--- config.mk ---
export PLATFORM = sky130hd
export DESIGN_NAME = line_sensor_steering_engine_flat
export DESIGN_NICKNAME = d
export VERILOG_FILES = /design/src/hw/rtl/lsse_pkg.sv /design/src/hw/rtl/lsse_in_if.sv /design/src/hw/rtl/lsse_out_if.sv /design/src/hw/rtl/lsse_cfg_if.sv /design/src/hw/rtl/lsse_div.sv /design/src/hw/rtl/line_sensor_steering_engine.sv /design/src/flat_wrapper.sv
export SDC_FILE = /design/constraint.sdc
export NUM_CORES = 2
export LEC_CHECK = 0
export BUFFER_PORTS_ARGS = -buffer_cell sky130_fd_sc_hd__buf_2
export CORE_MARGIN = 5
export CORE_UTILIZATION = 30
export CTS_CLUSTER_SIZE = 24
export DETAILED_ROUTE_END_ITERATION = 8
export GPL_ROUTABILITY_DRIVEN = 0
export GPL_TIMING_DRIVEN = 0
export MAX_ROUTING_LAYER = met4
export SETUP_SLACK_MARGIN = 0.1
export SLEW_MARGIN = 10
export SYNTH_ARGS = -nofsm -noshare
export SYNTH_HDL_FRONTEND = slang
export SYNTH_SLANG_ARGS = --single-unit
--- constraint.sdc ---
create_clock -name clk -period 19.4 [get_ports clk]
set_clock_uncertainty 0.05 [all_clocks]
set_input_delay 1.94 -clock clk [delete_from_list [all_inputs] [get_ports clk]]
set_output_delay 1.94 -clock clk [all_outputs]
set_load 0.005 [all_outputs]
--- src/hw/rtl/lsse_pkg.sv ---
package lsse_pkg;

	localparam int NSENS     = 6;
	localparam int RAW_W     = 10;
	localparam int NORM_W    = 10;
	localparam int TOTAL_W   = 13;
	localparam int WSUM_W    = 25;
	localparam int POS_W     = 13;
	localparam int SPEED_W   = 9;
	localparam int DIV_NW    = 24;
	localparam int DIV_DW    = 13;
	localparam int CFG_IDX_W = 3;
	localparam int CFG_DAT_W = 12;

	localparam logic [NORM_W-1:0] NORM_FULL   = 10'd1000;
	localparam logic [NSENS-1:0]  ALL_SENSORS = 6'h3F;
	localparam int                NEAR_CENTER = 100;

	localparam logic [1:0] OP_CLEAR_CAL = 2'd0;
	localparam logic [1:0] OP_CAL       = 2'd1;
	localparam logic [1:0] OP_DRIVE     = 2'd2;
	localparam logic [1:0] OP_RUN       = 2'd3;

	localparam logic [1:0] SIDE_UNKNOWN = 2'd0;
	localparam logic [1:0] SIDE_LEFT    = 2'd1;
	localparam logic [1:0] SIDE_RIGHT   = 2'd2;

	localparam logic [2:0] EDGE_L = 3'd1;
	localparam logic [2:0] EDGE_R = 3'd2;
	localparam logic [2:0] EDGE_W = 3'd4;

	localparam logic [CFG_IDX_W-1:0] REG_FWD   = 3'd0;
	localparam logic [CFG_IDX_W-1:0] REG_PIV   = 3'd1;
	localparam logic [CFG_IDX_W-1:0] REG_DB    = 3'd2;
	localparam logic [CFG_IDX_W-1:0] REG_THR   = 3'd3;
	localparam logic [CFG_IDX_W-1:0] REG_NOISE = 3'd4;
	localparam logic [CFG_IDX_W-1:0] REG_RANGE = 3'd5;
	localparam logic [CFG_IDX_W-1:0] REG_BLACK = 3'd6;

	typedef struct packed {
		logic              start;
		logic [DIV_NW-1:0] dividend;
		logic [DIV_DW-1:0] divisor;
	} div_req_t;

	function automatic logic signed [12:0] tap_weight(input logic [2:0] idx);
		logic signed [12:0] w;
		case (idx)
			3'd0:    w = -13'sd2500;
			3'd1:    w = -13'sd1500;
			3'd2:    w = -13'sd500;
			3'd3:    w = 13'sd500;
			3'd4:    w = 13'sd1500;
			default: w = 13'sd2500;
		endcase
		return w;
	endfunction

endpackage

--- src/hw/rtl/lsse_in_if.sv ---
interface lsse_in_if;
	logic       valid;
	logic       ready;
	logic [1:0] opcode;
	logic [9:0] raw_0;
	logic [9:0] raw_1;
	logic [9:0] raw_2;
	logic [9:0] raw_3;
	logic [9:0] raw_4;
	logic [9:0] raw_5;

	modport source (output valid, opcode, raw_0, raw_1, raw_2, raw_3, raw_4, raw_5,
		input ready);
	modport sink (input valid, opcode, raw_0, raw_1, raw_2, raw_3, raw_4, raw_5,
		output ready);
endinterface

--- src/hw/rtl/lsse_out_if.sv ---
interface lsse_out_if;
	logic               valid;
	logic               ready;
	logic signed [8:0]  left_speed;
	logic signed [8:0]  right_speed;
	logic               on_line;
	logic signed [12:0] line_position;
	logic [5:0]         black_mask;
	logic               new_crossline;
	logic [7:0]         crossline_count;

	modport source (output valid, left_speed, right_speed, on_line, line_position,
		black_mask, new_crossline, crossline_count, input ready);
	modport sink (input valid, left_speed, right_speed, on_line, line_position,
		black_mask, new_crossline, crossline_count, output ready);
endinterface

--- src/hw/rtl/lsse_cfg_if.sv ---
interface lsse_cfg_if;
	logic        valid;
	logic        ready;
	logic [2:0]  index;
	logic [11:0] data;

	modport source (output valid, index, data, input ready);
	modport sink (input valid, index, data, output ready);
endinterface

--- src/hw/rtl/lsse_div.sv ---
module lsse_div (
	input  logic                            clk,
	input  logic                            arst_n,
	input  lsse_pkg::div_req_t              req,
	output logic                            done,
	output logic [lsse_pkg::DIV_NW-1:0]     quot
);
	import lsse_pkg::*;

	logic              busy_q;
	logic              done_q;
	logic [4:0]        cnt_q;
	logic [DIV_NW-1:0] num_q;
	logic [DIV_DW-1:0] den_q;
	logic [DIV_DW:0]   rem_q;
	logic [DIV_DW:0]   rem_sh;
	logic              fits;

	// one quotient bit per cycle, restoring
	assign rem_sh = {rem_q[DIV_DW-1:0], num_q[DIV_NW-1]};
	assign fits   = rem_sh >= {1'b0, den_q};

	always_ff @(posedge clk or negedge arst_n) begin
		if (!arst_n) begin
			busy_q <= 1'b0;
			done_q <= 1'b0;
			cnt_q  <= '0;
		end else begin
			done_q <= 1'b0;
			if (req.start && !busy_q) begin
				busy_q <= 1'b1;
				cnt_q  <= '0;
			end else if (busy_q) begin
				cnt_q <= cnt_q + 5'd1;
				if (cnt_q == 5'(DIV_NW - 1)) begin
					busy_q <= 1'b0;
					done_q <= 1'b1;
				end
			end
		end
	end

	always_ff @(posedge clk) begin
		if (req.start && !busy_q) begin
			num_q <= req.dividend;
			den_q <= req.divisor;
			rem_q <= '0;
		end else if (busy_q) begin
			rem_q <= fits ? rem_sh - {1'b0, den_q} : rem_sh;
			num_q <= {num_q[DIV_NW-2:0], fits};
		end
	end

	assign done = done_q;
	assign quot = num_q;

	property p_no_start_busy;
		@(posedge clk) disable iff (!arst_n) busy_q && !done_q |=> !done_q || !busy_q;
	endproperty
	a_done_ends_busy: assert property (@(posedge clk) disable iff (!arst_n)
		done_q |-> !busy_q) else $error("divider done while busy");
	a_busy_count: assert property (@(posedge clk) disable iff (!arst_n)
		!busy_q |=> !busy_q || cnt_q == 5'd0) else $error("divider count not restarted");
	a_done_pulse: assert property (p_no_start_busy) else $error("divider done misplaced");
endmodule

--- src/hw/rtl/line_sensor_steering_engine.sv ---
// Line sensor steering engine.
// in_ch carries one frame: an opcode and six raw IR readings, leftmost first.
// out_ch returns exactly one word per frame: motor speeds, line position,
// black mask and crossline status. cfg_ch writes the seven control registers
// (index 0..6); it is always ready and is meant to be used while idle.
// A drive frame normalizes the six sensors one after another through a shared
// bit-serial divider, then, when a line is found, divides the weighted sum by
// the total on the same divider. A sensor with a bad calibration skips its
// division. Calibration, clear and run-control frames go straight to the
// finishing step; their word is loaded into the output register when it frees.
// The input is ready again as soon as a result is loaded into the output
// register, so the next frame is taken while that word waits. When the
// receiver stalls, the finished frame holds in its last step until the
// output register frees. Reset restores register defaults, clears the
// calibration to empty (min at ADC maximum, max at zero) and the run state.
module line_sensor_steering_engine #(
	parameter int CROSS_WINDOW = 30,
	parameter int ADC_BITS     = 10
) (
	input  logic        clk,
	input  logic        arst_n,
	lsse_in_if.sink     in_ch,
	lsse_out_if.source  out_ch,
	lsse_cfg_if.sink    cfg_ch
);
	import lsse_pkg::*;

	localparam int AW = ADC_BITS;
	localparam logic [AW-1:0] ADC_MAX = {AW{1'b1}};

	typedef enum logic [5:0] {
		S_IDLE  = 6'b000001,
		S_PREP  = 6'b000010,
		S_NWAIT = 6'b000100,
		S_CENT  = 6'b001000,
		S_CWAIT = 6'b010000,
		S_FIN   = 6'b100000
	} state_t;

	state_t state_q;

	// control registers
	logic [7:0]  fwd_q, piv_q;
	logic [11:0] db_q;
	logic [9:0]  thr_q, noise_q, range_q;
	logic        black_q;

	logic [AW-1:0] cal_min_q [NSENS];
	logic [AW-1:0] cal_max_q [NSENS];
	logic [AW-1:0] raw_q [NSENS];
	logic [1:0]    op_q;
	logic [2:0]    idx_q;

	logic [NSENS-1:0]          mask_q;
	logic [NORM_W-1:0]         peak_q;
	logic [TOTAL_W-1:0]        total_q;
	logic signed [WSUM_W-1:0]  wsum_q;
	logic signed [POS_W-1:0]   pos_q;

	logic [1:0]       last_side_q;
	logic [NSENS-1:0] seen_q;
	logic             checking_q;
	logic [4:0]       timer_q;
	logic [2:0]       edges_q;
	logic             latched_q;
	logic [7:0]       cross_total_q;

	logic out_valid_q;

	div_req_t          div_req;
	logic              div_done;
	logic [DIV_NW-1:0] div_quot;

	lsse_div u_div (
		.clk    (clk),
		.arst_n (arst_n),
		.req    (div_req),
		.done   (div_done),
		.quot   (div_quot)
	);

	// clamp incoming readings to the ADC range
	function automatic logic [AW-1:0] clamp_raw(input logic [RAW_W-1:0] r);
		logic [15:0] re;
		re = 16'(r);
		return (re > 16'(ADC_MAX)) ? ADC_MAX : AW'(re);
	endfunction

	// normalization setup for the current sensor
	logic [AW-1:0]    lo, hi, rv, rc, span, diff;
	logic             bad;
	logic [AW+9:0]    prod;
	always_comb begin
		lo   = cal_min_q[idx_q];
		hi   = cal_max_q[idx_q];
		rv   = raw_q[idx_q];
		span = hi - lo;
		bad  = (hi <= lo) || (16'(span) < 16'(range_q));
		rc   = (rv < lo) ? lo : ((rv > hi) ? hi : rv);
		diff = black_q ? hi - rc : rc - lo;
		prod = (AW + 10)'(diff) * (AW + 10)'(NORM_FULL);
	end

	logic [NORM_W-1:0] norm_v;
	logic              acc_en;
	always_comb begin
		logic [DIV_NW-1:0] v;
		v = div_quot;
		if (v > DIV_NW'(NORM_FULL))
			v = DIV_NW'(NORM_FULL);
		if (v < DIV_NW'(noise_q))
			v = '0;
		norm_v = (state_q == S_NWAIT) ? NORM_W'(v) : '0;
		acc_en = (state_q == S_PREP && bad) || (state_q == S_NWAIT && div_done);
	end

	logic              found;
	logic [DIV_NW-1:0] wabs;
	assign found = (peak_q >= thr_q) && (total_q != '0);
	assign wabs  = wsum_q[WSUM_W-1] ? DIV_NW'(-wsum_q) : DIV_NW'(wsum_q);

	always_comb begin
		div_req = '0;
		if (state_q == S_PREP) begin
			div_req.start    = !bad;
			div_req.dividend = DIV_NW'(prod);
			div_req.divisor  = DIV_DW'(span);
		end else if (state_q == S_CENT) begin
			div_req.start    = found;
			div_req.dividend = wabs;
			div_req.divisor  = DIV_DW'(total_q);
		end
	end

	// steering
	logic signed [SPEED_W-1:0] ls_v, rs_v;
	logic [1:0]                side_n;
	always_comb begin
		logic signed [13:0] p, d;
		logic signed [SPEED_W-1:0] f, v;
		p = 14'(pos_q);
		d = $signed({2'b00, db_q});
		f = $signed({1'b0, fwd_q});
		v = $signed({1'b0, piv_q});
		side_n = last_side_q;
		ls_v = '0;
		rs_v = '0;
		if (found) begin
			if (p < -d) begin
				side_n = SIDE_LEFT; ls_v = -v; rs_v = v;
			end else if (p > d) begin
				side_n = SIDE_RIGHT; ls_v = v; rs_v = -v;
			end else begin
				if (p < -14'sd100)
					side_n = SIDE_LEFT;
				else if (p > 14'sd100)
					side_n = SIDE_RIGHT;
				ls_v = f; rs_v = f;
			end
		end else if (last_side_q == SIDE_LEFT) begin
			ls_v = -v; rs_v = v;
		end else if (last_side_q == SIDE_RIGHT) begin
			ls_v = v; rs_v = -v;
		end
	end

	// crossline detector
	logic [NSENS-1:0] seen_n;
	logic             checking_n, latched_n, fresh;
	logic [4:0]       timer_n;
	logic [2:0]       edges_n;
	logic [7:0]       cross_n;
	always_comb begin
		logic [2:0] cnt;
		logic       go;
		cnt = '0;
		for (int i = 0; i < NSENS; i++)
			cnt = cnt + 3'(mask_q[i]);
		seen_n     = seen_q;
		checking_n = checking_q;
		timer_n    = timer_q;
		edges_n    = edges_q;
		latched_n  = latched_q;
		cross_n    = cross_total_q;
		fresh      = 1'b0;
		go         = checking_q;
		if (latched_q) begin
			if (cnt <= 3'd2)
				latched_n = 1'b0;
		end else begin
			if (!checking_q && cnt >= 3'd4) begin
				seen_n = '0; timer_n = '0; edges_n = '0;
				checking_n = 1'b1;
				go = 1'b1;
			end
			if (go) begin
				seen_n = seen_n | mask_q;
				if (mask_q[0])
					edges_n = edges_n | EDGE_L;
				if (mask_q[NSENS-1])
					edges_n = edges_n | EDGE_R;
				if (cnt >= 3'd5)
					edges_n = edges_n | EDGE_W;
				timer_n = timer_n + 5'd1;
				if (seen_n == ALL_SENSORS && edges_n == (EDGE_L | EDGE_R | EDGE_W)) begin
					if (cross_n != 8'd255)
						cross_n = cross_n + 8'd1;
					latched_n = 1'b1;
					fresh = 1'b1;
					seen_n = '0; timer_n = '0; edges_n = '0; checking_n = 1'b0;
				end else if (timer_n >= 5'(CROSS_WINDOW)) begin
					seen_n = '0; timer_n = '0; edges_n = '0; checking_n = 1'b0;
				end
			end
		end
	end

	logic out_free;
	assign out_free     = !out_valid_q || out_ch.ready;
	assign in_ch.ready  = (state_q == S_IDLE);
	assign cfg_ch.ready = 1'b1;
	assign out_ch.valid = out_valid_q;

	always_ff @(posedge clk or negedge arst_n) begin
		if (!arst_n) begin
			state_q       <= S_IDLE;
			out_valid_q   <= 1'b0;
			idx_q         <= '0;
			fwd_q         <= 8'd150;
			piv_q         <= 8'd140;
			db_q          <= 12'd700;
			thr_q         <= 10'd300;
			noise_q       <= 10'd40;
			range_q       <= 10'd40;
			black_q       <= 1'b1;
			last_side_q   <= SIDE_UNKNOWN;
			seen_q        <= '0;
			checking_q    <= 1'b0;
			timer_q       <= '0;
			edges_q       <= '0;
			latched_q     <= 1'b0;
			cross_total_q <= '0;
			for (int i = 0; i < NSENS; i++) begin
				cal_min_q[i] <= ADC_MAX;
				cal_max_q[i] <= '0;
			end
		end else begin
			// load a finished word, or drop the one just taken
			if (state_q == S_FIN && out_free)
				out_valid_q <= 1'b1;
			else if (out_ch.ready)
				out_valid_q <= 1'b0;
			if (cfg_ch.valid) begin
				unique case (cfg_ch.index)
					REG_FWD:   fwd_q   <= cfg_ch.data[7:0];
					REG_PIV:   piv_q   <= cfg_ch.data[7:0];
					REG_DB:    db_q    <= cfg_ch.data;
					REG_THR:   thr_q   <= cfg_ch.data[9:0];
					REG_NOISE: noise_q <= cfg_ch.data[9:0];
					REG_RANGE: range_q <= cfg_ch.data[9:0];
					REG_BLACK: black_q <= cfg_ch.data[0];
					default: ;
				endcase
			end
			unique case (state_q)
				S_IDLE: begin
					idx_q <= '0;
					if (in_ch.valid)
						state_q <= (in_ch.opcode == OP_DRIVE) ? S_PREP : S_FIN;
				end
				S_PREP: begin
					if (bad) begin
						if (idx_q == 3'(NSENS - 1))
							state_q <= S_CENT;
						else
							idx_q <= idx_q + 3'd1;
					end else begin
						state_q <= S_NWAIT;
					end
				end
				S_NWAIT: begin
					if (div_done) begin
						if (idx_q == 3'(NSENS - 1)) begin
							state_q <= S_CENT;
						end else begin
							idx_q   <= idx_q + 3'd1;
							state_q <= S_PREP;
						end
					end
				end
				S_CENT:  state_q <= found ? S_CWAIT : S_FIN;
				S_CWAIT: if (div_done) state_q <= S_FIN;
				S_FIN: begin
					if (out_free) begin
						state_q <= S_IDLE;
						case (op_q)
							OP_CLEAR_CAL: begin
								for (int i = 0; i < NSENS; i++) begin
									cal_min_q[i] <= ADC_MAX;
									cal_max_q[i] <= '0;
								end
							end
							OP_CAL: begin
								for (int i = 0; i < NSENS; i++) begin
									if (raw_q[i] < cal_min_q[i])
										cal_min_q[i] <= raw_q[i];
									if (raw_q[i] > cal_max_q[i])
										cal_max_q[i] <= raw_q[i];
								end
							end
							OP_RUN: begin
								last_side_q   <= SIDE_UNKNOWN;
								cross_total_q <= '0;
								latched_q     <= 1'b0;
								seen_q        <= '0;
								checking_q    <= 1'b0;
								timer_q       <= '0;
								edges_q       <= '0;
							end
							default: begin
								last_side_q   <= side_n;
								seen_q        <= seen_n;
								checking_q    <= checking_n;
								timer_q       <= timer_n;
								edges_q       <= edges_n;
								latched_q     <= latched_n;
								cross_total_q <= cross_n;
							end
						endcase
					end
				end
				default: state_q <= S_IDLE;
			endcase
		end
	end

	// datapath
	always_ff @(posedge clk) begin
		if (state_q == S_IDLE && in_ch.valid) begin
			op_q     <= in_ch.opcode;
			raw_q[0] <= clamp_raw(in_ch.raw_0);
			raw_q[1] <= clamp_raw(in_ch.raw_1);
			raw_q[2] <= clamp_raw(in_ch.raw_2);
			raw_q[3] <= clamp_raw(in_ch.raw_3);
			raw_q[4] <= clamp_raw(in_ch.raw_4);
			raw_q[5] <= clamp_raw(in_ch.raw_5);
			mask_q   <= '0;
			peak_q   <= '0;
			total_q  <= '0;
			wsum_q   <= '0;
			pos_q    <= '0;
		end
		if (acc_en) begin
			if (norm_v >= thr_q)
				mask_q[idx_q] <= 1'b1;
			if (norm_v > peak_q)
				peak_q <= norm_v;
			total_q <= total_q + TOTAL_W'(norm_v);
			wsum_q  <= wsum_q + WSUM_W'($signed({1'b0, norm_v}) * tap_weight(idx_q));
		end
		if (state_q == S_CWAIT && div_done)
			pos_q <= wsum_q[WSUM_W-1] ? -POS_W'(div_quot) : POS_W'(div_quot);
		if (state_q == S_FIN && out_free) begin
			if (op_q == OP_DRIVE) begin
				out_ch.left_speed    <= ls_v;
				out_ch.right_speed   <= rs_v;
				out_ch.on_line       <= found;
				out_ch.line_position <= found ? pos_q : '0;
				out_ch.black_mask    <= mask_q;
				out_ch.new_crossline <= fresh;
				out_ch.crossline_count <= cross_n;
			end else begin
				out_ch.left_speed    <= '0;
				out_ch.right_speed   <= '0;
				out_ch.on_line       <= 1'b0;
				out_ch.line_position <= '0;
				out_ch.black_mask    <= '0;
				out_ch.new_crossline <= 1'b0;
				out_ch.crossline_count <= (op_q == OP_RUN) ? 8'd0 : cross_total_q;
			end
		end
	end

	a_fresh_counts: assert property (@(posedge clk) disable iff (!arst_n)
		out_valid_q && out_ch.new_crossline |-> out_ch.crossline_count != 8'd0)
		else $error("crossline confirmed with zero count");
	a_lost_center: assert property (@(posedge clk) disable iff (!arst_n)
		out_valid_q && !out_ch.on_line |-> out_ch.line_position == '0)
		else $error("position set without a line");
	a_accept_busy: assert property (@(posedge clk) disable iff (!arst_n)
		in_ch.valid && in_ch.ready |=> state_q != S_IDLE)
		else $error("frame accepted but engine idle");
endmodule
--- src/flat_wrapper.sv ---
// flat-port wrapper written by rule: the top's interface ports become plain ports
module line_sensor_steering_engine_flat import lsse_pkg::*;
#(
	parameter int CROSS_WINDOW = 30,
	parameter int ADC_BITS     = 10
)
  (clk, arst_n, in_ch_valid, in_ch_opcode, in_ch_raw_0, in_ch_raw_1, in_ch_raw_2, in_ch_raw_3, in_ch_raw_4, in_ch_raw_5, in_ch_ready, out_ch_valid, out_ch_left_speed, out_ch_right_speed, out_ch_on_line, out_ch_line_position, out_ch_black_mask, out_ch_new_crossline, out_ch_crossline_count, out_ch_ready, cfg_ch_valid, cfg_ch_index, cfg_ch_data, cfg_ch_ready);
  lsse_in_if in_ch_i ();
  lsse_out_if out_ch_i ();
  lsse_cfg_if cfg_ch_i ();
  input  logic clk;
  input  logic arst_n;
  input wire logic [$bits(in_ch_i.valid)-1:0] in_ch_valid;
  input wire logic [$bits(in_ch_i.opcode)-1:0] in_ch_opcode;
  input wire logic [$bits(in_ch_i.raw_0)-1:0] in_ch_raw_0;
  input wire logic [$bits(in_ch_i.raw_1)-1:0] in_ch_raw_1;
  input wire logic [$bits(in_ch_i.raw_2)-1:0] in_ch_raw_2;
  input wire logic [$bits(in_ch_i.raw_3)-1:0] in_ch_raw_3;
  input wire logic [$bits(in_ch_i.raw_4)-1:0] in_ch_raw_4;
  input wire logic [$bits(in_ch_i.raw_5)-1:0] in_ch_raw_5;
  output wire logic [$bits(in_ch_i.ready)-1:0] in_ch_ready;
  output wire logic [$bits(out_ch_i.valid)-1:0] out_ch_valid;
  output wire logic [$bits(out_ch_i.left_speed)-1:0] out_ch_left_speed;
  output wire logic [$bits(out_ch_i.right_speed)-1:0] out_ch_right_speed;
  output wire logic [$bits(out_ch_i.on_line)-1:0] out_ch_on_line;
  output wire logic [$bits(out_ch_i.line_position)-1:0] out_ch_line_position;
  output wire logic [$bits(out_ch_i.black_mask)-1:0] out_ch_black_mask;
  output wire logic [$bits(out_ch_i.new_crossline)-1:0] out_ch_new_crossline;
  output wire logic [$bits(out_ch_i.crossline_count)-1:0] out_ch_crossline_count;
  input wire logic [$bits(out_ch_i.ready)-1:0] out_ch_ready;
  input wire logic [$bits(cfg_ch_i.valid)-1:0] cfg_ch_valid;
  input wire logic [$bits(cfg_ch_i.index)-1:0] cfg_ch_index;
  input wire logic [$bits(cfg_ch_i.data)-1:0] cfg_ch_data;
  output wire logic [$bits(cfg_ch_i.ready)-1:0] cfg_ch_ready;
  assign in_ch_i.valid = in_ch_valid;
  assign in_ch_i.opcode = in_ch_opcode;
  assign in_ch_i.raw_0 = in_ch_raw_0;
  assign in_ch_i.raw_1 = in_ch_raw_1;
  assign in_ch_i.raw_2 = in_ch_raw_2;
  assign in_ch_i.raw_3 = in_ch_raw_3;
  assign in_ch_i.raw_4 = in_ch_raw_4;
  assign in_ch_i.raw_5 = in_ch_raw_5;
  assign in_ch_ready = in_ch_i.ready;
  assign out_ch_valid = out_ch_i.valid;
  assign out_ch_left_speed = out_ch_i.left_speed;
  assign out_ch_right_speed = out_ch_i.right_speed;
  assign out_ch_on_line = out_ch_i.on_line;
  assign out_ch_line_position = out_ch_i.line_position;
  assign out_ch_black_mask = out_ch_i.black_mask;
  assign out_ch_new_crossline = out_ch_i.new_crossline;
  assign out_ch_crossline_count = out_ch_i.crossline_count;
  assign out_ch_i.ready = out_ch_ready;
  assign cfg_ch_i.valid = cfg_ch_valid;
  assign cfg_ch_i.index = cfg_ch_index;
  assign cfg_ch_i.data = cfg_ch_data;
  assign cfg_ch_ready = cfg_ch_i.ready;
  line_sensor_steering_engine #(.CROSS_WINDOW(CROSS_WINDOW), .ADC_BITS(ADC_BITS)) u_core (.clk(clk), .arst_n(arst_n), .in_ch(in_ch_i), .out_ch(out_ch_i), .cfg_ch(cfg_ch_i));
endmodule
-- Word-level counts from Yosys, hierarchy flattened
Memory sizes are Yosys's and may differ from the RTL's.
Index checks and enable logic that the tools add are counted.
- bits in registers: 388
- bits in writable memories: 60
- input port bits: 82
- logic and storage cells: 347
- memories: 1
- $add $sub $neg: 19
- $mul: 2
- order comparisons: 33
- eq/ne operators: 46
- mux-type cells: 134
- bitwise operators: 6
- reduce and logical (&&, ||, !) cells: 57
- memories (memory ; depth ; bits a word ; rd ports ; clocked after memory_dff ; write ports ; RTL line ; RTL):
    u_core.raw_q ; 6 ; 10 ; 7 ; 0 ; 6 ; line_sensor_steering_engine.sv:50 ; logic [AW-1:0] raw_q [NSENS];
- operator list (operator ; count):
    10-bit two-way mux ; 24
    60-bit case mux with 2 select lines ; 2
    6-bit two-way mux ; 17
    24-bit two-way mux ; 4
    10-bit > comparator ; 8
    10-bit less-than comparator ; 8
    13-bit two-way mux ; 6
    38-bit two-way mux ; 2
    9-bit two-way mux ; 8
    13-bit case mux with 5 select lines ; 1
    8-bit two-way mux ; 8
    10-bit binary-select mux with 3-bit select ; 2
    4-bit AND reduction ; 13
    25-bit two-way mux ; 2
    5-bit two-way mux ; 8
    6-bit case mux with 6 select lines ; 1
    3-bit two-way mux ; 11
    10-bit subtractor ; 3
    2-bit by 1-bit != test with 1-bit output (second input constant) ; 14
    25-bit by 24-bit adder with 25-bit output ; 1
    24-bit by 10-bit > comparator with 1-bit output (second input constant) ; 1
    24-bit by 10-bit less-than comparator with 1-bit output ; 1
    11-bit by 13-bit multiplier with 24-bit output ; 1
    24-bit negation ; 1
    other kinds (66) ; 150

-- Longest topological paths before layout
- depth after elaboration: 19
- mapped depth: 45

-- Modules after synthesis
From an unflattened synthesis, not the netlist that was laid out.
- cell total of the unflattened synthesis: 3599
- area total of the unflattened synthesis: 35516.6 um2
- by module, submodules not included (module ; instances ; cells an instance ; area an instance (um2) ; seq. area each (um2)):
    line_sensor_steering_engine ; 1 ; 3342 ; 32521.2 ; 10518.8
    lsse_div ; 1 ; 257 ; 2995.4 ; 1546.5

-- Least setup slack after synthesis
OpenSTA, ideal clock, no wires.
- path type: register to register
- start point: reg u_core.idx_q[0]
- end point: reg u_core.u_div.num_q[18] (netlist: u_core.u_div.quot[18]), data pin
- library setup time: 0.268 ns
- arrival: 8.810 ns
- required time: 19.082 ns
- path slack: 10.272 ns
- stages on the path, launching flop included: 40
- path buffers: 2
- period minus slack after synthesis: 9.128 ns
- path through: dfrtp_1 -> buf_2 -> nor3_1 -> clkbuf_1 -> a22oi_1 -> nand3_1 -> inv_1 -> ha_1 -> nor2b_1 -> o2111a_1 -> a2111oi_4 -> nor2_2 -> mux2i_1 -> mux2_2 -> ha_1 -> fa_1 -> nor2b_1 -> o21ai_0 -> [... 4 more ...] -> mux2i_1 -> inv_1 -> ha_1 -> inv_1 -> fa_1 -> inv_1 -> fa_1 -> inv_1 -> fa_1 -> inv_1 -> ha_1 -> nor4_1 -> o21ai_0 -> a311oi_1 -> or3_1 -> nand3_1 -> a21oi_1 -> o21ai_0
- word-level cells in the longest chain between the ends: 12
- elaborated cells between the ends (all ways): 24
- those cells by class: add/sub: 3; mul: 1; order compare: 4; mux: 11; bitwise: 1; reduce/logical: 3; memory: 1
- RTL lines (element ; RTL line ; RTL):
    start: declaration ; line_sensor_steering_engine.sv:52 ; logic [2:0] idx_q;
    start signal: assignment ; line_sensor_steering_engine.sv:276 ; idx_q <= idx_q + 3'd1;
    start signal: assignment ; line_sensor_steering_engine.sv:286 ; idx_q <= idx_q + 3'd1;
    3-bit NOT with 4-bit output (not written as such) ; line_sensor_steering_engine.sv:94, line_sensor_steering_engine.sv:95 ;
    10-bit binary-select mux with 3-bit select ; line_sensor_steering_engine.sv:95 ; hi = cal_max_q[idx_q];
    10-bit two-way mux (not written as such) (2 in series) ; line_sensor_steering_engine.sv:95 ;
    10-bit > comparator ; line_sensor_steering_engine.sv:99 ; rc = (rv < lo) ? lo : ((rv > hi) ? hi : rv);
    10-bit two-way mux (2 in series) ; line_sensor_steering_engine.sv:99 ;
    10-bit subtractor ; line_sensor_steering_engine.sv:100 ; diff = black_q ? hi - rc : rc - lo;
    10-bit two-way mux ; line_sensor_steering_engine.sv:100 ;
    10-bit by 7-bit multiplier with 17-bit output ; line_sensor_steering_engine.sv:101 ; prod = (AW + 10)'(diff) * (AW + 10)'(NORM_FULL);
    38-bit two-way mux * ; line_sensor_steering_engine.sv:124 ; if (state_q == S_PREP) begin
    24-bit two-way mux * ; lsse_div.sv:44 ; if (req.start && !busy_q) begin
    end signal: assignment ; lsse_div.sv:45 ; num_q <= req.dividend;
    end signal: assignment ; lsse_div.sv:50 ; num_q <= {num_q[DIV_NW-2:0], fits};
    end: declaration ; lsse_div.sv:13 ; logic [DIV_NW-1:0] num_q;
Every way passes the cells marked *; elsewhere a longest branch is shown, timed or not. The select of a mux whose other input is x is not followed.
A chain may end at the register's enable or synchronous reset.

-- Worst setup path in the final report
- start point: reg u_core.idx_q[0]
- end point: reg u_core.u_div.num_q[19] (netlist: u_core.u_div.quot[19]), data pin
Same word-level chain as after synthesis.

==> results.yml <==
sta:
  slew_headroom_pct: 20.4
  rsz0062_at_grt: "no"
  drv_slew: 0
  setup_viol: 0
  worst_pin_slew_ps: 1190
  min_period_ps: 11770
  fin_crit_sh_pct: 60.7
  fmax_mhz: 85.0
  fin_tns_setup_ps: 0
  hold_viol: 0
floorplanning:
  die_x_um: 353
  die_area_mm2: 0.124
  coreArea_mm2: 0.117
  initial_core_util_pct: 30.3
  die_h_um: 353
  rows: 125
  io_pins: 132
worst_setup_path:
  rr_startpoint: "u_core.idx_q[0]"
  cp_max_fo: 10
  crit_required_ps: 19800
  crit_slowest_cell: "nor4_1"
  cpPeakStageDelay_ps: 840
  worstReg2RegEnd: "u_core.u_div.quot[19]"
  crit_arrival_ps: 12160
  start_kind: "register"
  rr_worst_depth: 39
  critPathCaptureType: "register"
  crit_type: "register to register"
  r2r_slack_ps: 7630
global_route:
  grt_overflow: 0
  grt_util_met2_pct: 26.0
  gr-max-usage-layer: "met2"
  grt_pass1_vias: 27300
  use_met1_pct: 21.9
  grt_pass1_wl_mm: 160
  grt_use_met3_pct: 3.55
  grtUsageTotal_pct: 16.7
  grt_antenna_before_repair: 11
  grt_max_degree: 96
worst_hold_path:
  holdCritPathClass: "register to register"
  min_to: "u_core.seen_q[5]"
  worstHoldStart: "u_core.seen_q[5]"
  hold_depth: 1
job:
  cap_viol_max_count: 0
detailed_routing:
  avgRoutedWirePerCell_um: 19.0
  drc_errors: 0
  vias_per_cell: 5.07
  vias: 27600
  ant_nets: 0
  drtIter0Drc: 2406
  finalWirelength_mm: 103
  drt-pass1-iter-count: 6
cells_and_area:
  nNetsFinal: 4491
  drive_gt1_share_pct: 11.1
  area_growth_pct: 13.0
synthesis:
  ys.flop_type: "edfxtp_1"
  synth_nets: 4304
  yosysSeqAreaShare_pct: 34.2
  avgSynthCellArea_um2: 9.56
  synth_edf_count: 194
  netlist_area_mm2: 0.0353
  yosys_warnings: 0
  synth_seq_cells: 445
  yosysUniqueCellTypes: 99
  synth-async-reset-ratio_pct: 49.9
  synthCells: 3687
cts:
  insertion_delay_ps: 620
  cts_tree: "done"
  cts_num_sinks: 445
  cts.clk_slew.worst_paths_ps: 60
  cts_hold_buf: 0
  cts-resized-gates: 0
  cts_root_buf: "clkbuf_16"
  ctsHtreeMaxLevel: 2
  cts_inserted_buffers: 52
  clockBufferDepth: 3
  cts_setup_buffers: 0
placement:
  port_buffers: 128
  hpwlAfterDp_mm: 82.4
run_status:
  status: "complete, no violations"
-- through the flow --
| stage | worst slack (ps) | area (um2) | utilization, % | hold WS, ps | cells |
|---|---|---|---|---|---|
| 4_1_cts | 7730 | 39800 | 34.2 | 436 | 5442 |
| 6_report | 7630 | 39900 | 34.2 | 434 | 5452 |
| 3_5_place_dp | 7760 | 38000 | 32.6 | 422 | 5344 |
| 2_1_floorplan | 10270 | 35300 | - | 399 | 3687 |
| 3_3_place_gp | 7810 | 37800 | 32.4 | 408 | 5339 |
| 5_1_grt | 6880 | 39800 | 34.2 | 451 | 5450 |
-- metal layers --
layer	vias up	part of all wire, %
met2	900	45
met1	13300	44
met4	0	3.6
li1	13200	-
met5	-	0
met3	195	8.1
-- area by class of cell --
| class | count | area (um2) |
|---|---|---|
| timing repair buffer | 133 | 773 |
| clock buffer | 65 | 1480 |
| sequential | 445 | 12100 |
| clock inverter | 33 | 395 |
| multi-input combinational | 2557 | 20600 |
| inverter | 560 | 2100 |
| fill | 11800 | 76700 |
| buffer | 125 | 538 |
| tap | 1524 | 1910 |
| antenna | 10 | 25.0 |
-- logic make-up after synthesis --
group | synth area share [%]
buffers and inverters | 7.49
AOI/OAI and AO/OA | 13.9
adders and majority gates | 22.4
DFF | 34.2
other | 0.0106
xor gates and xnor gates | 2.93
muxes | 6.20
and+or+nand+nor | 12.8
-- cells in the final DEF, fill, tap and decap left out, drive strengths merged, types with 39 or more instances in the layout --
| cell type | instances |
|---|---|
| xnor2 | 84 |
| nand3 | 59 |
| buf | 161 |
| a22oi | 78 |
| nor2b | 40 |
| clkbuf | 162 |
| nand2 | 324 |
| dfstp | 83 |
| mux2 | 52 |
| nor2 | 198 |
| ha | 375 |
| inv | 566 |
| and3 | 39 |
| mux2i | 132 |
| a21oi | 131 |
| o21ai | 242 |
| fa | 160 |
| edfxtp | 194 |
| dfrtp | 139 |
| a21o | 63 |
| nor3 | 130 |
-- synth_stat cells, drive strengths merged, types with 28 or more instances --
| library cell | instances | area (um2) |
|---|---|---|
| a211oi | 29 | 218 |
| a21o | 63 | 473 |
| a21oi | 131 | 656 |
| a22oi | 78 | 586 |
| and3 | 39 | 244 |
| buf | 28 | 144 |
| clkbuf | 97 | 394 |
| dfrtp | 139 | 3480 |
| dfstp | 83 | 2180 |
| dfxtp | 29 | 581 |
| edfxtp | 194 | 5830 |
| fa | 160 | 3200 |
| ha | 375 | 4690 |
| inv | 558 | 2090 |
| mux2 | 52 | 593 |
| mux2i | 132 | 1320 |
| nand2 | 324 | 1220 |
| nand2b | 32 | 200 |
| nand3 | 59 | 295 |
| nor2 | 198 | 746 |
| nor2b | 40 | 250 |
| nor3 | 130 | 671 |
| o21ai | 242 | 1210 |
| xnor2 | 84 | 736 |
| xor2 | 34 | 298 |
-- state kept, by name, indices dropped and copies added (netlist names), 8 cells and up --
| register | cells |
|---|---|
| u_core.raw_q | 60 |
| u_core.cross_total_q | 8 |
| u_core.thr_q | 10 |
| u_core.u_div.rem_q | 13 |
| u_core.peak_q | 10 |
| u_core.total_q | 13 |
| u_core.u_div.den_q | 13 |
| u_core.out_ch.crossline_count | 8 |
| u_core.range_q | 10 |
| u_core.out_ch.right_speed | 9 |
| u_core.noise_q | 10 |
| u_core.db_q | 12 |
| u_core.out_ch.line_position | 13 |
| u_core.out_ch.left_speed | 8 |
| u_core.cal_max_q | 60 |
| u_core.fwd_q | 8 |
| u_core.piv_q | 8 |
| u_core.wsum_q | 23 |
| u_core.pos_q | 13 |
| u_core.cal_min_q | 60 |
| u_core.u_div.quot | 24 |
-- critical path, delay by kind of cell, from the launching register on --
family                     cells  cell delay, ps
AOI/OAI and AO/OA             14            3150
adders and majority gates      7            2890
buffers and inverters          7            1870
DFF                            1             370
muxes                          1             350
and+or+nand+nor               10            2890
-- how the worst max path moves through the flow --
stage,to,cells past startpoint,start,slack (ps)
floorplan,u_core.u_div.quot[18],39,u_core.idx_q[0],10270
finish,u_core.u_div.quot[19],39,u_core.idx_q[0],7630
global route,u_core.u_div.quot[19],39,u_core.idx_q[0],6880
global placement,u_core.u_div.quot[19],39,u_core.idx_q[0],7810
detailed placement,u_core.u_div.quot[19],38,u_core.idx_q[1],7760
CTS,u_core.u_div.quot[19],38,u_core.idx_q[1],7730
Power is not shown: default switching activity piles up to over one toggle a cycle in this logic, so the estimate is an artifact.
